**config.mk**
```make
export PLATFORM = sky130hd
export DESIGN_NAME = hpa_div
export DESIGN_NICKNAME = d
export VERILOG_FILES = /design/src/hdl/hpa_pkg.sv /design/src/hdl/hpa_div.sv
export SDC_FILE = /design/constraint.sdc
export NUM_CORES = 1
export LEC_CHECK = 0
export ABC_CLOCK_PERIOD_IN_PS = 1500
export BUFFER_PORTS_ARGS = -buffer_cell sky130_fd_sc_hd__buf_4
export CORE_MARGIN = 1
export CORE_UTILIZATION = 46
export DETAILED_ROUTE_END_ITERATION = 7
export PLACE_DENSITY = 0.74
export SYNTH_ARGS = -nofsm -noshare
export SYNTH_HDL_FRONTEND = slang
export SYNTH_SLANG_ARGS = --single-unit
```
**constraint.sdc**
```tcl
create_clock -name clk -period 1.5 [get_ports clk]
set_input_delay 0.15 -clock clk [delete_from_list [all_inputs] [get_ports clk]]
set_output_delay 0.15 -clock clk [all_outputs]
set_load 0.005 [all_outputs]
```
**src/hdl/hpa_pkg.sv**
```systemverilog
// ----------------------------------------------------------------------------
// hpa_pkg
// Shared sizes, codes and the divider request bundle for the hodgepodge engine.
// ----------------------------------------------------------------------------
package hpa_pkg;

  localparam int MAX_ROWS = 64;
  localparam int MAX_COLS = 128;
  localparam int ROW_W    = $clog2(MAX_ROWS);
  localparam int COL_W    = $clog2(MAX_COLS);
  localparam int ADDR_W   = 1 + ROW_W + COL_W;
  localparam int CELL_W   = 8;
  localparam int DVD_W    = 11;   // eight neighbors of up to 255
  localparam int DVS_W    = 4;    // divisors are 1..15
  localparam int CNT_W    = 4;    // neighbor counts are 0..8

  localparam logic [1:0] OP_WRITE = 2'd0;
  localparam logic [1:0] OP_READ  = 2'd1;
  localparam logic [1:0] OP_STEP  = 2'd2;

  localparam logic [2:0] REG_INC    = 3'd0;
  localparam logic [2:0] REG_K1     = 3'd1;
  localparam logic [2:0] REG_K2     = 3'd2;
  localparam logic [2:0] REG_MAX    = 3'd3;
  localparam logic [2:0] REG_ROWS   = 3'd4;
  localparam logic [2:0] REG_COLS   = 3'd5;

  typedef struct packed {
    logic               start;
    logic [DVD_W-1:0]   dividend;
    logic [DVS_W-1:0]   divisor;
  } div_req_t;

endpackage

```
**src/hdl/hpa_div.sv**
```systemverilog
// ----------------------------------------------------------------------------
// hpa_div
// Restoring divider, one quotient bit per cycle; divisor must be nonzero.
// ----------------------------------------------------------------------------
module hpa_div (
  input  logic                       clk,
  input  logic                       rst_n,
  input  hpa_pkg::div_req_t          req,
  output logic                       busy,
  output logic                       done,
  output logic [hpa_pkg::DVD_W-1:0]  quot
);

  logic [hpa_pkg::DVD_W-1:0] dvd_r, dvd_nxt;
  logic [hpa_pkg::DVS_W-1:0] dvs_r;
  logic [hpa_pkg::DVS_W-1:0] rem_r, rem_nxt;
  logic [3:0]                cnt_r;
  logic                      busy_r, done_r;
  logic [hpa_pkg::DVS_W:0]   trial;
  logic                      qbit;

  always_comb begin
    trial   = {rem_r, dvd_r[hpa_pkg::DVD_W-1]};
    qbit    = (trial >= {1'b0, dvs_r});
    rem_nxt = qbit ? hpa_pkg::DVS_W'(trial - {1'b0, dvs_r}) : trial[hpa_pkg::DVS_W-1:0];
    dvd_nxt = {dvd_r[hpa_pkg::DVD_W-2:0], qbit};
  end

  always_ff @(posedge clk) begin
    if (!rst_n) begin
      busy_r <= 1'b0;
      done_r <= 1'b0;
      cnt_r  <= '0;
    end else begin
      done_r <= 1'b0;
      if (req.start) begin
        busy_r <= 1'b1;
        cnt_r  <= 4'(hpa_pkg::DVD_W - 1);
        dvd_r  <= req.dividend;
        dvs_r  <= req.divisor;
        rem_r  <= '0;
      end else if (busy_r) begin
        dvd_r <= dvd_nxt;
        rem_r <= rem_nxt;
        cnt_r <= cnt_r - 4'd1;
        if (cnt_r == 4'd0) begin
          busy_r <= 1'b0;
          done_r <= 1'b1;
        end
      end
    end
  end

  assign busy = busy_r;
  assign done = done_r;
  assign quot = dvd_r;

  a_div_start_idle: assert property (@(posedge clk) disable iff (!rst_n)
    req.start |-> !busy_r) else $error("divider restarted while busy");
  a_div_nonzero: assert property (@(posedge clk) disable iff (!rst_n)
    req.start |-> (req.divisor != '0)) else $error("divide by zero");
  a_div_done: assert property (@(posedge clk) disable iff (!rst_n)
    done_r |-> !busy_r && $past(busy_r)) else $error("done without a run");

endmodule

```
==> Word level (Yosys, flattened, before mapping) <==
Index checks and enable logic that the tools add are counted.
{ "word_totals": {"in_bits": 18, "output_inout_bits": 13, "ff_bits": 25, "wordCells": 28} }
{ "op_classes": {"order_cmp": 1, "n_reduce_logical": 6, "add_sub_neg": 2, "n_mux": 10, "n_bitwise": 2} }
{ "op_table": {"columns": ["op", "n"], "rows": [
  ["$mux W11", 2],
  ["$mux W4", 4],
  ["$ge A5 B4 Y1", 1],
  ["$logic_not A4 Y1", 1],
  ["$mux W1", 4],
  ["$reduce_and A2 Y1", 2],
  ["$sub A4 B1 Y4 const B", 1],
  ["$sub A4 B4 Y4", 1],
  ["$reduce_or A3 Y1", 1],
  ["$not A1 Y1", 2],
  ["$reduce_bool A2 Y1", 1],
  ["$reduce_or A2 Y1", 1]
]} }

==> Longest topological paths before layout <==
Gate-level depths: netlist of run 1.
{ "logic_depth": {"depth_word": 4, "ltp_mapped": 7, "ltp_nobuf": 7} }

==> Worst setup path after synthesis of run 1 <==
OpenSTA, ideal clock, no wires.
{ "synth_path": {"path_kind": "register -> register", "startpoint": "register dvs_r[1] (netlist bit)", "endpoint": "register rem_r[2] (netlist bit) (data pin)", "setup_time_ns": 0.270, "stages_incl_launch_ff": 7, "path_buffers": 0, "t_arrival_ns": 1.333, "setup_slack_ns": -0.103, "path_cell_list": "edfxtp_1 inv_1 ha_1 nor2b_4 o31a_4 o21ai_0 o41ai_1"} }
{ "synth_via": {"elab_chain_cells": 3, "word_cells_on_any_way": 4, "cone_classes": "add/sub: 1; order compare: 1; mux: 2"} }
{ "synth_rtl": {"columns": ["element", "line", "text"], "rows": [
  ["start, declared", "hpa_div.sv:15", "logic [hpa_pkg::DVS_W-1:0] dvs_r;"],
  ["start signal, assigned", "hpa_div.sv:40", "dvs_r <= req.divisor;"],
  ["$sub A4 B4 Y4 or $ge A5 B4 Y1 (tied branches)", "hpa_div.sv:25, hpa_div.sv:24", null],
  ["$mux W4 (*)", "hpa_div.sv:25", "rem_nxt = qbit ? hpa_pkg::DVS_W'(trial - {1'b0, dvs_r}) : trial[hpa_pkg::DVS_W-1:0];"],
  ["$mux W4 (*)", "hpa_div.sv:42", "end else if (busy_r) begin"],
  ["end signal, assigned", "hpa_div.sv:44", "rem_r <= rem_nxt;"],
  ["end, declared", "hpa_div.sv:16", "logic [hpa_pkg::DVS_W-1:0] rem_r, rem_nxt;"]
]} }
Every way passes the cells marked *; elsewhere a longest branch is shown, timed or not. The select of a mux whose other input is x is not followed.
A chain may end at the register's enable or synchronous reset.

==> Final worst setup path of run 1 <==
{ "layout_path": {"startpoint": "register rem_r[0] (netlist bit)", "endpoint": "register rem_r[0] (netlist bit) (data pin)"} }
{ "layout_via": {"elab_chain_cells": 3} }
{ "layout_rtl": {"columns": ["element", "line", "text"], "rows": [
  ["$ge A5 B4 Y1", "hpa_div.sv:24", "qbit = (trial >= {1'b0, dvs_r});"],
  ["$mux W4", "hpa_div.sv:25", null],
  ["$mux W4", "hpa_div.sv:42", null]
]} }
No other way between the ends. The select of a mux whose other input is x is not followed.

==> results.sh, run 1 <==
export IMPL_fp_dieH_um=52.9
export IMPL_grt_pass1_vias=767
export IMPL_antenna_found_initial=0
export IMPL_syn_to_final_growth_pct=32.7
export IMPL_status="complete, but fails checks"
export IMPL_hp_start="req[0]"
export IMPL_critPathLaunch="rem_r[0]"
export IMPL_drtPass1Iterations=3
export IMPL_coreArea_um2=2450
export IMPL_routed_wl_mm=2.04
export IMPL_clk_latency_ps=300
export IMPL_root_buffer="clkbuf_4"
export IMPL_violations="negative setup slack"
export IMPL_regToRegSetupSlack_ps=-160
export IMPL_finalSetupViolCount=5
export IMPL_drtAntennaViolNets=0
export IMPL_worst_slack_ps=-161
export IMPL_min_period_over_period_pct=111
export IMPL_power_density_nw_per_um2=918
export IMPL_final_min_clock_period_ps=1660
export IMPL_cts_made_buffers=3
export IMPL_grt_pass1_wl_mm=3.22
export IMPL_via_count=809
export IMPL_syn_nets=115
export IMPL_dp_hpwl_mm=1.49
export IMPL_yosys_most_used_dff="edfxtp_1"
export IMPL_layout_drive_gt1_share_pct=46.6
export IMPL_nets=156
export IMPL_fmax_mhz=602
export IMPL_yosysMostFrequentCell="edfxtp_1"
export IMPL_antenna_cells=0
export IMPL_fillers=182
export IMPL_yosysTopAreaCellShare_pct=47.8
export IMPL_start_util_pct=48.6
export IMPL_ctsHtreeMaxLevel=1
export IMPL_instances_no_fill=161
export IMPL_grt_max_degree=25
export IMPL_ys_top_cells_by_area="edfxtp_1 48%, dfxtp_1 10%, mux2_2 9.4%"
export IMPL_r2r_end="rem_r[0]"
export IMPL_die_area_um2=2800
export IMPL_ir_drop_mv=0.684
export IMPL_path_clk_slew_ps=130
export IMPL_grt_overflow_total=0
export IMPL_gp_congestion=0.822
export IMPL_ys_types=26
export IMPL_avgSynthCellArea_um2=13.1
export IMPL_multi_input_comb_area_um2=502
export IMPL_cts_sinks=25
export IMPL_p_leak_nw=0.657
export IMPL_tns_ps=-708
export IMPL_track_usage_pct=16.2
export IMPL_seq_area_um2=691
export IMPL_finalClockSkew_ps=2.67
export IMPL_crit_fanout=8
export IMPL_port_buffers=30
export IMPL_cts_tree="built"
export IMPL_drv_cap=0
export IMPL_ff2ff_path_depth=5
export IMPL_synth_largest_area_cell="edfxtp_1"
export IMPL_hold_end="dvs_r[0]"
export IMPL_ys_ff_latch=25
export IMPL_drc_errors=0
export IMPL_seq_area_frac_synth_pct=57.9
export IMPL_synth_common_cells="19 x edfxtp_1, 10 x inv_1, 10 x mux2_2"
export IMPL_synthesis_instances=91
export IMPL_ys_async_sr_fraction_pct=0
export IMPL_slew_violations=0
export IMPL_finalHoldViolations=0
export IMPL_cp_end_kind="register"
export IMPL_io_pins=31
export IMPL_relSlewSlack_pct=81.0
export IMPL_wire_per_inst_um=12.7
export IMPL_whs_ps=10.7
export IMPL_crit_path_start_kind="register"
export IMPL_r2r_start="rem_r[0]"
export IMPL_via_per_inst=5.02
export IMPL_critPathArrivalTime_ps=1720
export IMPL_synth_edf_count=19
export IMPL_ys_warn_count=0
export IMPL_grt_setup_unrepaired="yes"
export IMPL_worstPathRequired_ps=1560
export IMPL_clockBufferDepth=2
export IMPL_dp_cells=155
export IMPL_drtIter0Drc=3
export IMPL_crit_type="reg2reg"
export IMPL_holdPathStages=1
export IMPL_worst_slew_pin_slew_ps=284
export IMPL_row_count=18
export IMPL_die_w_um=52.9
export IMPL_hold_path_class="in2reg"
export IMPL_syn_area_um2=1190
## layer usage
metal  up-vias  track usage, %  share of wire, %
met5         -               0                 0
met4         0            7.89              0.93
met3         2            1.72               2.0
met2        11            25.3                50
met1       385            22.2                47
li1        411               -                 -
## power by group
group          switching (mW)  internal [mW]
logic                   0.150          0.179
registers              0.0303          0.806
clock network           0.185          0.104
## worst max-delay path by stage
stage	to	slack (ps)	cells past startpoint
detailed placement	rem_r[3]	-140	5
global route	rem_r[2]	-240	5
floorplan	rem_r[2]	-70	6
CTS	quot[0]	-140	6
global placement	rem_r[0]	-110	5
finish	rem_r[0]	-160	5
## critical path, stage by stage, from the launching register on
cell	delay, ps
edfxtp_1	430
ha_1	310
nor2b_4	140
o31a_4	330
o21ai_2	140
o41ai_2	80
## through the flow
step | area (um^2) | power, mW | setup slack [ps] | util, %
after floorplan | 1200 | 1.02 | -70.7 | -
after global placement | 1500 | 1.14 | -113 | 60.9
after detailed placement | 1500 | 1.15 | -136 | 60.9
after CTS | 1550 | 1.45 | -144 | 62.9
after global routing | 1580 | 1.52 | -241 | 64.5
final | 1580 | 1.45 | -161 | 64.5
## cell type report
type	count	share of cell area (%)
clock buffer	4	1.66
tap	30	2.37
inverter	10	2.37
multi-input combinational	54	31.7
timing repair buffer	38	18.3
sequential	25	43.6
## kinds of logic (layout without fill, tap and decap cells)
kind of cell | count (synthesis) | count (layout) | share of synthesized area, %
flip-flops | 25 | 25 | 57.9
multiplexers | 10 | 10 | 9.43
buffers and inverters | 12 | 52 | 3.88
AND/OR/NAND/NOR | 19 | 19 | 9.33
adder cells (fa/ha/maj) | 6 | 6 | 6.92
XOR/XNOR | 4 | 4 | 2.94
AO/OA/AOI/OAI | 15 | 15 | 9.64
## sequential cells by signal, summed over array words and instances (netlist names)
signal	flops
quot	11
done	1
rem_r	4
dvs_r	4
busy	1
cnt_r	4
## cell usage in the layout (no fill, tap or decap), types with 3 or more instances in the layout
master / count
clkbuf_4: 3
mux2_2: 10
edfxtp_1: 19
dfxtp_1: 6
buf_4: 36
o21a_1: 4
nor2_1: 8
ha_1: 4
inv_1: 10
xor2_1: 3
## what timing repair did
item,in CTS,in global routing
resized for setup,4,4
buffers inserted,0,0
hold buffers,0,2
endpoints found under the hold margin,0,2
endpoints found under the setup margin,5,5
gates cloned,0,0
Note: power is estimated with default switching activity, not from simulation.
==> inputs of run 2 (changes only) <==
--- a/config.mk
+++ b/config.mk
@@ -8,9 +8,11 @@
 export ABC_CLOCK_PERIOD_IN_PS = 1500
 export BUFFER_PORTS_ARGS = -buffer_cell sky130_fd_sc_hd__buf_4
 export CORE_MARGIN = 1
-export CORE_UTILIZATION = 46
+export CORE_UTILIZATION = 48
+export CTS_BUF_LIST = sky130_fd_sc_hd__clkbuf_8
 export DETAILED_ROUTE_END_ITERATION = 7
-export PLACE_DENSITY = 0.74
+export PLACE_DENSITY = 0.76
 export SYNTH_ARGS = -nofsm -noshare
 export SYNTH_HDL_FRONTEND = slang
 export SYNTH_SLANG_ARGS = --single-unit
+export TNS_END_PERCENT = 20
==> results.sh, run 2 (synthesis gave the netlist of run 1 again) <==
export IMPL_crit_slowest_cell="edfxtp_1"
export IMPL_row_count=17
export IMPL_die_area_um2=2690
export IMPL_die_w_um=51.9
export IMPL_critPathBufInv=0
export IMPL_slowest_delay_ps=410
export IMPL_holdPathStages=1
export IMPL_cts_post_setup_buffers_inserted=0
export IMPL_antenna_cells=0
export IMPL_drtIter0Drc=11
export IMPL_gp_congestion=0.819
export IMPL_critPathArrivalTime_ps=1660
export IMPL_ir_drop_mv=0.704
export IMPL_fillers=164
export IMPL_ctsHtreeMaxLevel=1
export IMPL_drv_cap=0
export IMPL_worst_slack_ps=-139
export IMPL_via_count=818
export IMPL_fmax_mhz=610
export IMPL_largest_reg_flops=11
export IMPL_cp_depth=5
export IMPL_tns_ps=-571
export IMPL_finalHoldViolations=0
export IMPL_worst_slew_pin_slew_ps=326
export IMPL_via_per_inst=5.24
export IMPL_hold_path_class="in2reg"
export IMPL_cp_end_kind="register"
export IMPL_ff2ff_path_depth=5
export IMPL_min_period_over_period_pct=109
export IMPL_cts_made_buffers=3
export IMPL_fp_dieH_um=51.9
export IMPL_antenna_found_initial=0
export IMPL_layout_commonest_cell="buf_4"
export IMPL_cts_sinks=25
export IMPL_grt_overflow_total=0
export IMPL_grt_setup_unrepaired="yes"
export IMPL_violations="negative setup slack"
export IMPL_cts_tree="built"
export IMPL_crit_fanout=8
export IMPL_grt_pass1_vias=825
export IMPL_p_leak_nw=0.650
export IMPL_seq_area_um2=691
export IMPL_finalClockSkew_ps=9.13
export IMPL_clockBufferDepth=2
export IMPL_crit_family="compound AO/OA/AOI/OAI gates"
export IMPL_track_usage_pct=18.6
export IMPL_nets=153
export IMPL_clk_latency_ps=270
export IMPL_power_mw=1.56
export IMPL_start_util_pct=52.4
export IMPL_power_density_nw_per_um2=981
export IMPL_routed_wl_mm=2.19
export IMPL_crit_chain="ha_1 -> nor2b_4 -> o31a_4 -> o21ai_2 -> o41ai_2"
export IMPL_final_min_clock_period_ps=1640
export IMPL_syn_to_final_growth_pct=33.5
export IMPL_coreArea_um2=2280
export IMPL_crit_type="reg2reg"
export IMPL_root_buffer="clkbuf_8"
export IMPL_wire_per_inst_um=14.0
export IMPL_port_buffers=30
export IMPL_multi_input_comb_area_um2=522
export IMPL_grt_max_degree=25
export IMPL_path_clk_slew_ps=90
export IMPL_crit_path_start_kind="register"
export IMPL_io_pins=31
export IMPL_worstPathRequired_ps=1520
export IMPL_grt_pass1_wl_mm=3.56
export IMPL_status="complete, but fails checks"
export IMPL_drc_errors=0
export IMPL_slew_violations=0
export IMPL_layout_drive_gt1_share_pct=48.4
export IMPL_drtPass1Iterations=3
export IMPL_pre_cts_ws_ps=-124
export IMPL_drtAntennaViolNets=0
export IMPL_dp_hpwl_mm=1.57
export IMPL_relSlewSlack_pct=78.0
export IMPL_mostFrequentLayoutCells="35 x buf_4, 19 x edfxtp_1, 10 x inv_1, 10 x mux2_2, 8 x nor2_1"
export IMPL_finalSetupViolCount=5
export IMPL_whs_ps=63.5
export IMPL_cts_hold_buf=0
-- run 2: changes by cell type in the layout (fill, tap and decap cells not counted), moves of 2 or more --
| cell | change |
|---|---|
| clkbuf_4 | -3 |
| clkbuf_8 | +3 |
| ha_1 | -2 |
| ha_4 | +2 |
| dlygate4sd3_1 | -2 |
-- run 2: layout make-up --
type                    count  area share [%]
clock buffers               3            2.59
well taps                  28            2.20
flip-flops and latches     25            43.3
multi-input cells          54            32.7
clock inverters             1           0.314
inverters                  10            2.35
repair buffers             35            16.5
-- run 2: path summary, 6_finish.rpt --
kind / startpoint / endpoint / slack, ps
max: rem_r[0] / rem_r[2] / -140
min reg2reg: cnt_r[3] / done / 500
max reg2reg: rem_r[0] / rem_r[2] / -140
min: req[0] / dvs_r[0] / 60
-- run 2: worst reg2reg max path: stages (launching register included) --
cell and delay, ps:
edfxtp_1 410, ha_1 310, nor2b_4 140, o31a_4 330, o21ai_2 130, o41ai_2 80
-- run 2: report_power, final --
part	leakage (nW)	switching [mW]	internal, mW	total, mW
Clock	0.0255	0.205	0.185	0.390
Combinational	0.394	0.152	0.183	0.335
Sequential	0.230	0.0329	0.806	0.839
Total	0.650	0.389	1.17	1.56
-- run 2: metal layers --
layer | vias up | track usage [%] | share of wire, %
met5 | - | 0 | 0
met3 | 2 | 3.51 | 2.2
met2 | 11 | 32.7 | 55
li1 | 408 | - | -
met4 | 0 | 8.11 | 1.2
met1 | 397 | 21.7 | 42
-- run 2: timing repair --
action / CTS / global route
pin swaps: 2 / 1
endpoints found under the setup margin: 5 / 5
resized for setup: 5 / 5
-- run 2: through the flow --
step                instance area [um^2]  utilization, %  std cells
CTS                                 1560            68.7        156
floorplan                           1200               -         91
global route                        1590            70.0        156
finish                              1590            70.0        156
global placement                    1490            65.3        152
detailed placement                  1490            65.3        152
==> inputs of run 3 (changes only) <==
--- a/config.mk
+++ b/config.mk
@@ -5,13 +5,14 @@
 export SDC_FILE = /design/constraint.sdc
 export NUM_CORES = 1
 export LEC_CHECK = 0
+export ABC_AREA = 1
 export ABC_CLOCK_PERIOD_IN_PS = 1500
 export BUFFER_PORTS_ARGS = -buffer_cell sky130_fd_sc_hd__buf_4
 export CORE_MARGIN = 1
-export CORE_UTILIZATION = 48
+export CORE_UTILIZATION = 49
 export CTS_BUF_LIST = sky130_fd_sc_hd__clkbuf_8
 export DETAILED_ROUTE_END_ITERATION = 7
-export PLACE_DENSITY = 0.76
+export PLACE_DENSITY = 0.78
 export SYNTH_ARGS = -nofsm -noshare
 export SYNTH_HDL_FRONTEND = slang
 export SYNTH_SLANG_ARGS = --single-unit
==> results.sh, run 3 <==
export IMPL_status="complete, but fails checks"
export IMPL_violations="design-rule violations, negative setup slack"
export IMPL_syn_to_final_growth_pct=34.2
export IMPL_hold_path_class="in2reg"
export IMPL_hp_start="req[1]"
export IMPL_synth_common_cells="43 x nand2_1, 19 x edfxtp_1, 14 x inv_1"
export IMPL_finalSetupViolCount=5
export IMPL_ys_top_cells_by_area="edfxtp_1 47%, nand2_1 13%, dfxtp_1 10%"
export IMPL_layout_commonest_cell="nand2_1"
export IMPL_ys_warn_count=0
export IMPL_wire_per_inst_um=13.8
export IMPL_synth_largest_area_cell="edfxtp_1"
export IMPL_port_buffers=30
export IMPL_yosysTopAreaCellShare_pct=47.4
export IMPL_path_clk_slew_ps=80
export IMPL_fillers=176
export IMPL_synthesis_instances=130
export IMPL_grt_pass1_vias=965
export IMPL_largest_reg_flops=11
export IMPL_p_seq_share_pct=52.4
export IMPL_pwr_share_comb_pct=23.5
export IMPL_routed_wl_mm=2.73
export IMPL_critPathArrivalTime_ps=1650
export IMPL_tns_ps=-386
export IMPL_hold_end="dvs_r[1]"
export IMPL_seq_area_frac_synth_pct=57.4
export IMPL_coreArea_um2=2250
export IMPL_via_per_inst=5.24
export IMPL_r2r_end="rem_r[2]"
export IMPL_fp_dieH_um=51.6
export IMPL_syn_nets=154
export IMPL_intPower_mw=1.17
export IMPL_r2r_start="dvs_r[1]"
export IMPL_drtPass1Iterations=8
export IMPL_yosys_most_used_dff="edfxtp_1"
export IMPL_dp_hpwl_mm=1.79
export IMPL_slew_violations=0
export IMPL_clockBufferDepth=2
export IMPL_min_period_over_period_pct=108
export IMPL_ys_async_sr_fraction_pct=0
export IMPL_cts_tree="built"
export IMPL_drtAntennaViolNets=0
export IMPL_cp_end_kind="register"
export IMPL_antenna_cells=0
export IMPL_yosysMostFrequentCell="nand2_1"
export IMPL_gp_congestion=0.806
export IMPL_worstPathRequired_ps=1530
export IMPL_grt_max_degree=19
export IMPL_ctsHtreeMaxLevel=1
export IMPL_via_count=1037
export IMPL_p_leak_nw=0.757
export IMPL_regToRegSetupSlack_ps=-120
export IMPL_die_w_um=51.6
export IMPL_drtIter0Drc=25
export IMPL_worst_slew_pin_slew_ps=248
export IMPL_final_min_clock_period_ps=1620
export IMPL_cts_sinks=25
export IMPL_fin_util_pct=71.6
export IMPL_syn_area_um2=1200
export IMPL_ir_drop_mv=0.615
export IMPL_clkPwrFrac_pct=24.1
export IMPL_ys_ff_latch=25
export IMPL_layout_drive_gt1_share_pct=32.9
export IMPL_antenna_found_initial=0
export IMPL_mostFrequentLayoutCells="42 x nand2_1, 38 x buf_4, 19 x edfxtp_1"
export IMPL_io_pins=31
export IMPL_nets=195
export IMPL_cts_made_buffers=3
export IMPL_row_count=17
export IMPL_crit_fanout=2
export IMPL_avgSynthCellArea_um2=9.26
export IMPL_clk_latency_ps=260
export IMPL_drv_cap=0
export IMPL_synth_edf_count=19
export IMPL_grt_setup_unrepaired="yes"
export IMPL_power_density_nw_per_um2=996
export IMPL_p_sw_share_pct=27.2
export IMPL_relSlewSlack_pct=83.4
export IMPL_drc_errors=1
export IMPL_start_util_pct=53.4
export IMPL_grt_overflow_total=0
export IMPL_grt_pass1_wl_mm=4.20
export IMPL_crit_type="reg2reg"
export IMPL_finalClockSkew_ps=2.82
export IMPL_track_usage_pct=22.2
export IMPL_switchingPower_mw=0.438
export IMPL_ys_types=22
export IMPL_finalHoldViolations=0
export IMPL_worst_slack_ps=-122
export IMPL_root_buffer="clkbuf_8"
export IMPL_die_area_um2=2660
export IMPL_crit_path_start_kind="register"
export IMPL_holdPathStages=1
export IMPL_ff2ff_path_depth=6
export IMPL_fmax_mhz=616
-- run 3: changes by cell type after synthesis, moves of 3 or more --
cell / change
nand2_1: +41
mux2_2: -10
o41ai_1: -3
o21a_1: -4
inv_1: +4
nor2_1: +4
nand3_1: +8
-- run 3: power groups by stage --
stage               clock [mW]  combinational, mW  sequential, mW
global route             0.417              0.418           0.849
CTS                      0.402              0.339           0.844
floorplan                    0              0.186           0.849
detailed placement           0              0.318           0.855
global placement             0              0.304           0.852
finish                   0.387              0.378           0.844
-- run 3: metrics by stage --
stage               setup WS, ps  hold WS, ps  cells  power [mW]  instance area [um^2]
global placement           -58.5          328    191        1.16                  1500
finish                      -122         58.1    198        1.61                  1620
CTS                        -43.3         49.1    195        1.59                  1580
floorplan                  -10.3          229    130        1.03                  1210
detailed placement          -117          329    191        1.17                  1500
global route                -220         43.4    198        1.68                  1620
-- run 3: cell type report --
type	count	area, um^2	area share (%)
Sequential cell	25	691	42.8
Multi-Input combinational cell	86	493	30.5
Timing Repair Buffer	38	285	17.7
Inverter	17	66.3	4.11
Clock buffer	3	41.3	2.56
Tap cell	28	35.0	2.17
Clock inverter	1	3.75	0.232
-- run 3: how the worst max path moves through the flow --
stage | startpoint | endpoint | slack, ps
6_report | dvs_r[1] | rem_r[2] | -120
5_1_grt | rem_r[1] | rem_r[2] | -220
4_1_cts | dvs_r[0] | rem_r[1] | -40
3_5_place_dp | quot[10] | rem_r[1] | -120
3_3_place_gp | quot[10] | rem_r[1] | -60
2_1_floorplan | quot[10] | rem_r[1] | -10
-- run 3: metal layers --
| metal | vias to the layer above | GRT usage, % | part of all wire [%] |
|---|---|---|---|
| li1 | 501 | - | - |
| met1 | 488 | 25.4 | 37 |
| met2 | 38 | 39.6 | 56 |
| met3 | 10 | 3.80 | 4.2 |
| met4 | 0 | 10.8 | 2.9 |
| met5 | - | 0 | 0 |
-- run 3: timing repair --
action	4_1_cts	5_1_grt
resized for setup	6	3
setup endpoints to repair	5	5
hold buffers	0	0
buffers inserted	0	3
pin swaps	1	4
-- run 3: cell families after synthesis --
group	after synthesis	share of synthesized area, %
AND/OR/NAND/NOR	67	22.5
flip-flops	25	57.4
buffers and inverters	19	6.34
AO/OA/AOI/OAI	12	6.24
adder cells (fa/ha/maj)	6	6.86
XOR/XNOR	1	0.728
-- run 3: critical path, cell delays in order (launching register included) --
cell and delay [ps]:
edfxtp_1 410, buf_4 160, fa_1 450, xor2_1 170, nand2_1 90, nand2_1 80, nor2_1 40
